`src/rtl/md5_pkg.sv`:
```
// Shared types, constants and round tables for the MD5 digest engine.
package md5_pkg;

   localparam int unsigned BLOCK_WORDS = 16;
   localparam int unsigned ROUNDS      = 64;

   localparam logic [7:0] PAD_MARK = 8'h80;
   localparam logic [5:0] LEN_POS  = 6'd56;
   localparam logic [5:0] LAST_POS = 6'd63;

   localparam logic [31:0] IV_A = 32'h67452301;
   localparam logic [31:0] IV_B = 32'hefcdab89;
   localparam logic [31:0] IV_C = 32'h98badcfe;
   localparam logic [31:0] IV_D = 32'h10325476;

   localparam logic [31:0] K_TABLE [ROUNDS] = '{
      32'hd76aa478, 32'he8c7b756, 32'h242070db, 32'hc1bdceee,
      32'hf57c0faf, 32'h4787c62a, 32'ha8304613, 32'hfd469501,
      32'h698098d8, 32'h8b44f7af, 32'hffff5bb1, 32'h895cd7be,
      32'h6b901122, 32'hfd987193, 32'ha679438e, 32'h49b40821,
      32'hf61e2562, 32'hc040b340, 32'h265e5a51, 32'he9b6c7aa,
      32'hd62f105d, 32'h02441453, 32'hd8a1e681, 32'he7d3fbc8,
      32'h21e1cde6, 32'hc33707d6, 32'hf4d50d87, 32'h455a14ed,
      32'ha9e3e905, 32'hfcefa3f8, 32'h676f02d9, 32'h8d2a4c8a,
      32'hfffa3942, 32'h8771f681, 32'h6d9d6122, 32'hfde5380c,
      32'ha4beea44, 32'h4bdecfa9, 32'hf6bb4b60, 32'hbebfbc70,
      32'h289b7ec6, 32'heaa127fa, 32'hd4ef3085, 32'h04881d05,
      32'hd9d4d039, 32'he6db99e5, 32'h1fa27cf8, 32'hc4ac5665,
      32'hf4292244, 32'h432aff97, 32'hab9423a7, 32'hfc93a039,
      32'h655b59c3, 32'h8f0ccc92, 32'hffeff47d, 32'h85845dd1,
      32'h6fa87e4f, 32'hfe2ce6e0, 32'ha3014314, 32'h4e0811a1,
      32'hf7537e82, 32'hbd3af235, 32'h2ad7d2bb, 32'heb86d391
   };

   // Sequencer states
   typedef enum logic [2:0] {
      ST_IDLE,
      ST_PAD,
      ST_LOAD,
      ST_ROUND,
      ST_ADD,
      ST_EMIT
   } state_type;

   // Padding phase during a finish
   typedef enum logic [1:0] {
      PH_MARK,
      PH_ZERO,
      PH_LEN
   } pad_phase_type;

   // Round unit operations
   typedef enum logic [2:0] {
      OP_HOLD,
      OP_INIT,
      OP_LOAD,
      OP_ROUND,
      OP_ADD
   } round_op_type;

   typedef struct packed {
      round_op_type op;
      logic [5:0]   rnd;
   } round_ctl_type;

   typedef struct packed {
      logic       en;
      logic [3:0] addr;
      logic [1:0] lane;
      logic [7:0] data;
   } buf_wr_type;

   function automatic logic [31:0] md5_k(input logic [5:0] rnd);
      md5_k = K_TABLE[rnd];
   endfunction

   // Rotate amount per round
   function automatic logic [4:0] md5_rot(input logic [5:0] rnd);
      logic [3:0] sel;
      sel = rnd[5:4] * 4'd4 + {2'b00, rnd[1:0]};
      case (sel)
         4'd0:    md5_rot = 5'd7;
         4'd1:    md5_rot = 5'd12;
         4'd2:    md5_rot = 5'd17;
         4'd3:    md5_rot = 5'd22;
         4'd4:    md5_rot = 5'd5;
         4'd5:    md5_rot = 5'd9;
         4'd6:    md5_rot = 5'd14;
         4'd7:    md5_rot = 5'd20;
         4'd8:    md5_rot = 5'd4;
         4'd9:    md5_rot = 5'd11;
         4'd10:   md5_rot = 5'd16;
         4'd11:   md5_rot = 5'd23;
         4'd12:   md5_rot = 5'd6;
         4'd13:   md5_rot = 5'd10;
         4'd14:   md5_rot = 5'd15;
         default: md5_rot = 5'd21;
      endcase
   endfunction

   // Message word used by each round
   function automatic logic [3:0] md5_msg_idx(input logic [5:0] rnd);
      logic [3:0] r;
      r = rnd[3:0];
      case (rnd[5:4])
         2'd0:    md5_msg_idx = r;
         2'd1:    md5_msg_idx = 4'(r * 4'd5 + 4'd1);
         2'd2:    md5_msg_idx = 4'(r * 4'd3 + 4'd5);
         default: md5_msg_idx = 4'(r * 4'd7);
      endcase
   endfunction

endpackage

```
`src/rtl/md5_block_buf.sv`:
```
// 16 x 32-bit message block store with byte-lane writes and a registered read port.
module md5_block_buf (
   input  logic                  clock,
   input  md5_pkg::buf_wr_type   wr,
   input  logic [3:0]            rd_addr,
   output logic [31:0]           rd_data
);

   logic [31:0] mem_ff [md5_pkg::BLOCK_WORDS];
   logic [31:0] rd_data_ff;

   // Byte write into the addressed word
   always_ff @(posedge clock) begin
      if (wr.en) begin
         mem_ff[wr.addr][wr.lane*8 +: 8] <= wr.data;
      end
   end

   // Registered read
   always_ff @(posedge clock) begin
      rd_data_ff <= mem_ff[rd_addr];
   end

   assign rd_data = rd_data_ff;

endmodule

```
`src/rtl/md5_round_unit.sv`:
```
// Shared MD5 round datapath: working variables, one round per cycle, and chaining words.
module md5_round_unit (
   input  logic                   clock,
   input  logic                   reset,
   input  md5_pkg::round_ctl_type ctl,
   input  logic [31:0]            msg_word,
   output logic [3:0][31:0]       chain
);

   logic [3:0][31:0] chain_ff, chain_in;
   logic [31:0]      a_ff, b_ff, c_ff, d_ff;
   logic [31:0]      a_in, b_in, c_in, d_in;
   logic [31:0]      f_val;
   logic [31:0]      sum;
   logic [63:0]      rot_wide;
   logic [31:0]      rot_val;

   // Round function and rotate
   always_comb begin
      case (ctl.rnd[5:4])
         2'd0:    f_val = d_ff ^ (b_ff & (c_ff ^ d_ff));
         2'd1:    f_val = c_ff ^ (d_ff & (b_ff ^ c_ff));
         2'd2:    f_val = b_ff ^ c_ff ^ d_ff;
         default: f_val = c_ff ^ (b_ff | ~d_ff);
      endcase
      sum      = a_ff + f_val + md5_pkg::md5_k(ctl.rnd) + msg_word;
      rot_wide = {sum, sum} << md5_pkg::md5_rot(ctl.rnd);
      rot_val  = rot_wide[63:32];
   end

   // Next values per operation
   always_comb begin
      a_in     = a_ff;
      b_in     = b_ff;
      c_in     = c_ff;
      d_in     = d_ff;
      chain_in = chain_ff;
      case (ctl.op)
         md5_pkg::OP_INIT: begin
            chain_in = {md5_pkg::IV_D, md5_pkg::IV_C, md5_pkg::IV_B, md5_pkg::IV_A};
         end
         md5_pkg::OP_LOAD: begin
            a_in = chain_ff[0];
            b_in = chain_ff[1];
            c_in = chain_ff[2];
            d_in = chain_ff[3];
         end
         md5_pkg::OP_ROUND: begin
            a_in = d_ff;
            d_in = c_ff;
            c_in = b_ff;
            b_in = b_ff + rot_val;
         end
         md5_pkg::OP_ADD: begin
            chain_in[0] = chain_ff[0] + a_ff;
            chain_in[1] = chain_ff[1] + b_ff;
            chain_in[2] = chain_ff[2] + c_ff;
            chain_in[3] = chain_ff[3] + d_ff;
         end
         default: begin
         end
      endcase
   end

   always_ff @(posedge clock) begin
      if (reset) begin
         chain_ff <= {md5_pkg::IV_D, md5_pkg::IV_C, md5_pkg::IV_B, md5_pkg::IV_A};
      end else begin
         chain_ff <= chain_in;
      end
   end

   always_ff @(posedge clock) begin
      a_ff <= a_in;
      b_ff <= b_in;
      c_ff <= c_in;
      d_ff <= d_in;
   end

   assign chain = chain_ff;

endmodule

```
`src/rtl/md5_digest_engine.sv`:
```
// MD5 digest engine top level: byte intake, padding sequencer and digest output.
//
// A byte that completes a 64-byte block keeps the engine busy: a load state
// fetches the first message word, 64 rounds run on the single shared round
// unit (one round per cycle, fed by the one read port of the block store),
// and an add state adds into the chaining words. A finish writes its padding
// one byte per cycle (0x80, zeros up to byte 56, then the eight length bytes),
// running one or two compressions along the way, then presents the digest as
// four result beats and restarts from the MD5 initial value. req_ready is
// high only while the engine waits for input.
module md5_digest_engine (
   input  logic        clock,
   input  logic        reset,
   input  logic        req_valid,
   output logic        req_ready,
   input  logic        req_action,
   input  logic [7:0]  req_data_byte,
   output logic        rsp_valid,
   input  logic        rsp_ready,
   output logic [31:0] rsp_digest_word,
   output logic [1:0]  rsp_word_index,
   output logic        rsp_last_word
);

   md5_pkg::state_type     state_ff, state_in;
   md5_pkg::pad_phase_type phase_ff, phase_in;
   logic [5:0]             fill_ff, fill_in;
   logic [63:0]            msg_ff, msg_in;
   logic                   finishing_ff, finishing_in;
   logic                   pad_done_ff, pad_done_in;
   logic [2:0]             len_idx_ff, len_idx_in;
   logic [5:0]             rnd_ff, rnd_in;
   logic [1:0]             word_ff, word_in;

   logic                   absorb_fire;
   logic                   finish_fire;
   logic                   emit_done;
   logic [5:0]             fill_next;
   logic [63:0]            len_bits;
   logic [7:0]             pad_byte;
   md5_pkg::buf_wr_type    buf_wr;
   logic [3:0]             rd_addr;
   logic [31:0]            msg_word;
   md5_pkg::round_ctl_type round_ctl;
   logic [3:0][31:0]       chain;
   logic [31:0]            chain_sel;

   assign absorb_fire = req_valid && req_ready && !req_action;
   assign finish_fire = req_valid && req_ready && req_action;
   assign emit_done   = (state_ff == md5_pkg::ST_EMIT) && rsp_ready && (word_ff == 2'd3);
   assign fill_next   = fill_ff + 6'd1;
   assign len_bits    = {msg_ff[60:0], 3'b000};

   // Padding byte for the current phase
   always_comb begin
      case (phase_ff)
         md5_pkg::PH_MARK: pad_byte = md5_pkg::PAD_MARK;
         md5_pkg::PH_LEN:  pad_byte = len_bits[len_idx_ff*8 +: 8];
         default:          pad_byte = 8'h00;
      endcase
   end

   // Next state
   always_comb begin
      state_in = state_ff;
      case (state_ff)
         md5_pkg::ST_IDLE: begin
            if (absorb_fire && (fill_ff == md5_pkg::LAST_POS)) begin
               state_in = md5_pkg::ST_LOAD;
            end else if (finish_fire) begin
               state_in = md5_pkg::ST_PAD;
            end
         end
         md5_pkg::ST_PAD: begin
            if (fill_ff == md5_pkg::LAST_POS) begin
               state_in = md5_pkg::ST_LOAD;
            end
         end
         md5_pkg::ST_LOAD: begin
            state_in = md5_pkg::ST_ROUND;
         end
         md5_pkg::ST_ROUND: begin
            if (rnd_ff == md5_pkg::LAST_POS) begin
               state_in = md5_pkg::ST_ADD;
            end
         end
         md5_pkg::ST_ADD: begin
            if (!finishing_ff) begin
               state_in = md5_pkg::ST_IDLE;
            end else if (pad_done_ff) begin
               state_in = md5_pkg::ST_EMIT;
            end else begin
               state_in = md5_pkg::ST_PAD;
            end
         end
         md5_pkg::ST_EMIT: begin
            if (emit_done) begin
               state_in = md5_pkg::ST_IDLE;
            end
         end
         default: state_in = md5_pkg::ST_IDLE;
      endcase
   end

   // Sequencer outputs
   always_comb begin
      req_ready    = (state_ff == md5_pkg::ST_IDLE);
      rsp_valid    = (state_ff == md5_pkg::ST_EMIT);
      buf_wr.en    = absorb_fire || (state_ff == md5_pkg::ST_PAD);
      buf_wr.addr  = fill_ff[5:2];
      buf_wr.lane  = fill_ff[1:0];
      buf_wr.data  = (state_ff == md5_pkg::ST_PAD) ? pad_byte : req_data_byte;
      round_ctl.rnd = rnd_ff;
      rd_addr       = 4'd0;
      case (state_ff)
         md5_pkg::ST_LOAD: begin
            round_ctl.op = md5_pkg::OP_LOAD;
            rd_addr      = md5_pkg::md5_msg_idx(6'd0);
         end
         md5_pkg::ST_ROUND: begin
            round_ctl.op = md5_pkg::OP_ROUND;
            rd_addr      = md5_pkg::md5_msg_idx(rnd_ff + 6'd1);
         end
         md5_pkg::ST_ADD: begin
            round_ctl.op = md5_pkg::OP_ADD;
         end
         md5_pkg::ST_EMIT: begin
            round_ctl.op = emit_done ? md5_pkg::OP_INIT : md5_pkg::OP_HOLD;
         end
         default: begin
            round_ctl.op = md5_pkg::OP_HOLD;
         end
      endcase
   end

   // Counters and padding bookkeeping
   always_comb begin
      fill_in      = fill_ff;
      msg_in       = msg_ff;
      finishing_in = finishing_ff;
      pad_done_in  = pad_done_ff;
      phase_in     = phase_ff;
      len_idx_in   = len_idx_ff;
      rnd_in       = rnd_ff;
      word_in      = word_ff;
      if (buf_wr.en) begin
         fill_in = fill_next;
      end
      if (absorb_fire) begin
         msg_in = msg_ff + 64'd1;
      end
      if (finish_fire) begin
         finishing_in = 1'b1;
         pad_done_in  = 1'b0;
         phase_in     = md5_pkg::PH_MARK;
         len_idx_in   = 3'd0;
      end
      if (state_ff == md5_pkg::ST_PAD) begin
         if (phase_ff == md5_pkg::PH_LEN) begin
            len_idx_in = len_idx_ff + 3'd1;
            if (len_idx_ff == 3'd7) begin
               pad_done_in = 1'b1;
            end
         end else if (fill_next == md5_pkg::LEN_POS) begin
            phase_in = md5_pkg::PH_LEN;
         end else begin
            phase_in = md5_pkg::PH_ZERO;
         end
      end
      if (state_ff == md5_pkg::ST_LOAD) begin
         rnd_in = 6'd0;
      end else if (state_ff == md5_pkg::ST_ROUND) begin
         rnd_in = rnd_ff + 6'd1;
      end
      if (rsp_valid && rsp_ready) begin
         word_in = word_ff + 2'd1;
      end
      if (emit_done) begin
         fill_in      = 6'd0;
         msg_in       = 64'd0;
         finishing_in = 1'b0;
      end
   end

   always_ff @(posedge clock) begin
      if (reset) begin
         state_ff     <= md5_pkg::ST_IDLE;
         fill_ff      <= 6'd0;
         msg_ff       <= 64'd0;
         finishing_ff <= 1'b0;
         pad_done_ff  <= 1'b0;
         phase_ff     <= md5_pkg::PH_MARK;
         len_idx_ff   <= 3'd0;
         rnd_ff       <= 6'd0;
         word_ff      <= 2'd0;
      end else begin
         state_ff     <= state_in;
         fill_ff      <= fill_in;
         msg_ff       <= msg_in;
         finishing_ff <= finishing_in;
         pad_done_ff  <= pad_done_in;
         phase_ff     <= phase_in;
         len_idx_ff   <= len_idx_in;
         rnd_ff       <= rnd_in;
         word_ff      <= word_in;
      end
   end

   md5_block_buf u_buf (
      .clock   (clock),
      .wr      (buf_wr),
      .rd_addr (rd_addr),
      .rd_data (msg_word)
   );

   md5_round_unit u_round (
      .clock    (clock),
      .reset    (reset),
      .ctl      (round_ctl),
      .msg_word (msg_word),
      .chain    (chain)
   );

   // Digest bytes come out little-endian per chaining word
   assign chain_sel       = chain[word_ff];
   assign rsp_digest_word = {chain_sel[7:0], chain_sel[15:8], chain_sel[23:16], chain_sel[31:24]};
   assign rsp_word_index  = word_ff;
   assign rsp_last_word   = (word_ff == 2'd3);

`ifndef SYNTHESIS
   // Intake and digest output never overlap
   a_no_overlap: assert property (@(posedge clock) disable iff (reset)
      !(req_ready && rsp_valid))
      else $error("input ready while digest beats pending");

   // Final digest beat returns the engine to a clean idle
   a_restart: assert property (@(posedge clock) disable iff (reset)
      (rsp_valid && rsp_ready && rsp_last_word) |=> (req_ready && fill_ff == 6'd0))
      else $error("engine not restarted after last digest beat");

   // Rounds advance one per cycle without a break
   a_round_step: assert property (@(posedge clock) disable iff (reset)
      (state_ff == md5_pkg::ST_ROUND && rnd_ff != md5_pkg::LAST_POS)
      |=> (state_ff == md5_pkg::ST_ROUND && rnd_ff == $past(rnd_ff) + 6'd1))
      else $error("round sequence broken");

   // A digest always starts at word zero
   a_emit_start: assert property (@(posedge clock) disable iff (reset)
      $rose(rsp_valid) |-> (rsp_word_index == 2'd0))
      else $error("digest does not start at word zero");

   // Compression only starts on a full block
   a_full_block: assert property (@(posedge clock) disable iff (reset)
      (state_ff == md5_pkg::ST_LOAD) |-> (fill_ff == 6'd0 && $past(buf_wr.en)))
      else $error("compression started on a partial block");
`endif

endmodule
```
`config.mk`:
```
export PLATFORM = sky130hd
export DESIGN_NAME = md5_digest_engine
export DESIGN_NICKNAME = d
export VERILOG_FILES = /design/src/rtl/md5_pkg.sv /design/src/rtl/md5_block_buf.sv /design/src/rtl/md5_round_unit.sv /design/src/rtl/md5_digest_engine.sv
export SDC_FILE = /design/constraint.sdc
export NUM_CORES = 2
export LEC_CHECK = 0
export CORE_ASPECT_RATIO = 1.1
export CORE_MARGIN = 2
export CORE_UTILIZATION = 25
export CTS_CLUSTER_SIZE = 28
export DETAILED_ROUTE_END_ITERATION = 16
export DONT_BUFFER_PORTS = 1
export PLACE_DENSITY = 0.4
export REMOVE_ABC_BUFFERS = 1
export SLEW_MARGIN = 10
export SYNTH_ARGS = -nofsm -noshare
export SYNTH_HDL_FRONTEND = slang
export SYNTH_SLANG_ARGS = --single-unit
export TNS_END_PERCENT = 100
```
`constraint.sdc`:
```
create_clock -name clock -period 9.2 [get_ports clock]
set_input_delay 0.92 -clock clock [delete_from_list [all_inputs] [get_ports clock]]
set_output_delay 0.92 -clock clock [all_outputs]
set_load 0.02 [all_outputs]
```
==> run_results.csv <==
group,metric,value,unit
yosys,synth-compound-area-share,0.185,
status,outcome,"finished, final reports clean",
sta,period_share,0.958,
setup_path,critPathLaunchType,"flip-flop",
setup_path,endpoint_kind,"flip-flop",
yosys,async_flop_share,0,
yosys,synth-simple-area-share,0.152,
yosys,synth_area,53700,µm²
sta,max_clock_freq,113,MHz
detailed_routing,drtIter0Drc,3033,
floorplan,die_x,446,µm
sta,tightestPinTransition,1.25,ns
sta,slew_headroom,0.162,
setup_path,cp_common_cell,"buf_4",
yosys,synth_top_family_by_area,"compound AO/OA/AOI/OAI gates",
finish,drive_above_1_share,0.170,
power_and_ir_drop,p_int,0.0145,W
global_route,first_global_vias,43700,
yosys,yosysUniqueCellTypes,90,
power_and_ir_drop,leakage,24.0,nW
floorplan,die_h,490,µm
sta,hold_violations,0,
power_and_ir_drop,ir_drop,0.000329,V
placement,gp_congestion,0.944,
power_and_ir_drop,netSwitchingFraction,0.419,
power_and_ir_drop,p_comb_frac,0.626,
flow_run,maxCapViolCount,0,
sta,maxSlewViolCount,0,
setup_path,cp_max_fo,4,
yosys,synthXorXnorAreaFrac,0.0441,
setup_path,crit_arrival,9.29,ns
yosys,ys_ff_latch,885,
min_path,min_path_type,"in2reg",
yosys,synth_edf_count,640,
setup_path,critical_path_class,"reg2reg",
yosys,yosysWarnings,0,
clock_tree,htree_levels,3,
yosys,ys.flop_type,"edfxtp_1",
placement,place_area,60000,µm²
detailed_routing,vias_per_cell,5.04,
yosys,synthCells,5573,
power_and_ir_drop,pwr-share-seq,0.199,
sta,fin_setup_tns,0,ns
yosys,ys_seq_area_frac,0.449,
placement,io_buffers,0,
global_route,grt_max_degree,133,
power_and_ir_drop,p_per_area,387,nW/µm²
power_and_ir_drop,clkPwrFrac,0.176,
global_route,overflow,0,
floorplan,row_count,178,
placement,hpwl,150000,µm
global_route,grt_pass1_wl,303000,µm
floorplan,die_area,218000,µm²
clock_tree,cts.sinks,885,
clock_tree,clock_latency,0.81,ns
detailed_routing,dr.pass1.iters,6,
clock_tree,root_buffer,"clkbuf_16",
clock_tree,cts_tree,"yes",
floorplan,core,214000,µm²
finish,final_core_util,0.303,
finish,fin_area,64700,µm²
clock_tree,cts_buffers,108,
sta,worst_hold_slack,0.223,ns
setup_path,cpMaxStageDelayCell,"mux4_2",
setup_path,cp_slowest_stage_delay,0.52,ns
sta,min_period,8.81,ns
detailed_routing,wl_per_cell,23.8,µm
global_route,track_usage,0.186,
clock_tree,cts.path.max_buffers,3,
clock_tree,path_clk_slew,0.06,ns
finish,fin_nets,6169,
sta,skew,0.0550,ns
detailed_routing,final_antenna_net_count,0,
detailed_routing,drc_errors,0,
sta,setup_viol,0,
yosys,synth.mux.area_fraction,0.0435,
setup_path,critical_path_required,9.67,ns
yosys,synthAdderAreaFrac,0.0831,
floorplan,initial_core_util,0.251,
power_and_ir_drop,p_total,0.0250,W
detailed_routing,routed_wl,208000,µm
clock_tree,hold_buffers,0,
floorplan,io_pins,50,
power_and_ir_drop,p_switching,0.0105,W
yosys,syn_area_per_cell,9.63,µm²
global_route,antenna_found_initial,6,
detailed_routing,vias,44100,
finish,area_growth,20.5,%
critical path, delay by kind of cell, from the launching register on:
kind	cells	cell delay (ns)
AO/OA/AOI/OAI	14	2.07
AND/OR/NAND/NOR	10	1.65
buffers and inverters	12	1.41
adder cells (fa/ha/maj)	5	1.82
flip-flops	1	0.33
XOR/XNOR	2	0.36
multiplexers	2	0.79
kinds of logic (layout without fill, tap and decap cells):
family          Yosys count  in the layout
simple gates           1829           1829
other cells               0              3
flops                   885            885
fa+ha+maj               322            322
xor+xnor                270            270
compound gates         1519           1519
buf+inv                 594            981
mux                     154            154
synth_stat cells (60+ instances only):
master | n | share of area
nand2_1 | 799 | 0.056
edfxtp_1 | 640 | 0.36
nor2_1 | 452 | 0.032
a21oi_1 | 366 | 0.034
o21ai_0 | 259 | 0.024
clkbuf_1 | 258 | 0.018
dfxtp_1 | 245 | 0.091
inv_1 | 244 | 0.017
ha_1 | 222 | 0.052
a211oi_1 | 206 | 0.029
a31oi_1 | 170 | 0.020
xor2_1 | 152 | 0.025
and2_1 | 145 | 0.017
nand3_1 | 124 | 0.012
xnor2_1 | 118 | 0.019
a21o_1 | 92 | 0.013
a311oi_1 | 75 | 0.012
mux2i_1 | 70 | 0.013
fa_1 | 68 | 0.025
nand2b_1 | 66 | 0.0077
mux4_2 | 61 | 0.026
a22oi_1 | 60 | 0.0084
routing by layer:
layer | share of wire | global-route usage
met5 | 0 | 0
met2 | 0.48 | 0.314
met1 | 0.46 | 0.249
met4 | 0.030 | 0.0564
met3 | 0.035 | 0.0212
layout by cell type, fill, tap and decap left out, drive strengths merged, types with 70 or more instances in the layout:
cell type / instances
xor2: 152
edfxtp: 640
mux2i: 70
a21o: 92
dfxtp: 245
a211oi: 207
a21oi: 367
a311oi: 75
nand2: 799
buf: 528
xnor2: 118
inv: 250
o21ai: 267
nand3: 124
and2: 146
ha: 222
a31oi: 170
clkbuf: 151
nor2: 452
layout make-up:
cell class / count / area, µm²
Timing Repair Buffer: 528 / 4190
Fill cell: 22300 / 149000
Clock buffer: 151 / 3030
Sequential cell: 885 / 24100
Clock inverter: 53 / 606
Inverter: 249 / 940
Tap cell: 2790 / 3490
Multi-Input combinational cell: 4094 / 28300
Antenna cell: 3 / 7.51
worst paths after layout:
kind | start | end | slack [ns] | cells after the start
setup reg to reg | rnd_ff[0] | u_round.b_ff[31] | 0.39 | 45
hold reg to reg | u_round.chain[119] | u_round.chain[119] | 0.50 | 2
hold / removal | reset | u_round.chain[1] | 0.22 | 1
setup / recovery | rnd_ff[0] | u_round.b_ff[31] | 0.39 | 45
through the flow:
step	setup slack, ns	cells
2_1_floorplan	-5.89	5228
3_3_place_gp	-0.680	8530
3_5_place_dp	-0.701	8530
4_1_cts	0.0142	8740
5_1_grt	-0.0407	8752
6_report	0.387	8753
sequential cells by signal, summed over array words and instances, names as in the netlist:
| register | cells |
|---|---|
| u_buf.mem_ff | 512 |
| fill_ff | 6 |
| u_buf.rd_data | 32 |
| msg_ff | 61 |
| u_round.chain | 128 |
| u_round.a_ff | 32 |
| u_round.d_ff | 32 |
| rnd_ff | 6 |
| u_round.b_ff | 32 |
| phase_ff | 2 |
| pad_done_ff | 1 |
| len_idx_ff | 3 |
| state_ff | 3 |
| u_round.c_ff | 32 |
| finishing_ff | 1 |
| rsp_word_index | 2 |
what timing repair did:
| action | CTS | global route |
|---|---|---|
| gates resized for setup | 42 | 176 |
| hold endpoints to repair | 0 | 0 |
| setup buffers | 6 | 10 |
| pin swaps | 8 | 45 |
| setup endpoints to repair | 12 | 13 |
power by group through the flow:
stage / Sequential (W) / Combinational (W) / Clock (W)
after floorplan: 0.00493 / 0.00802 / 0
after global placement: 0.00505 / 0.0144 / 0
after detailed placement: 0.00505 / 0.0144 / 0
after CTS: 0.00497 / 0.0148 / 0.00451
after global routing: 0.00499 / 0.0172 / 0.00466
final: 0.00497 / 0.0157 / 0.00440
No activity file was read; power rests on OpenSTA's default activity.
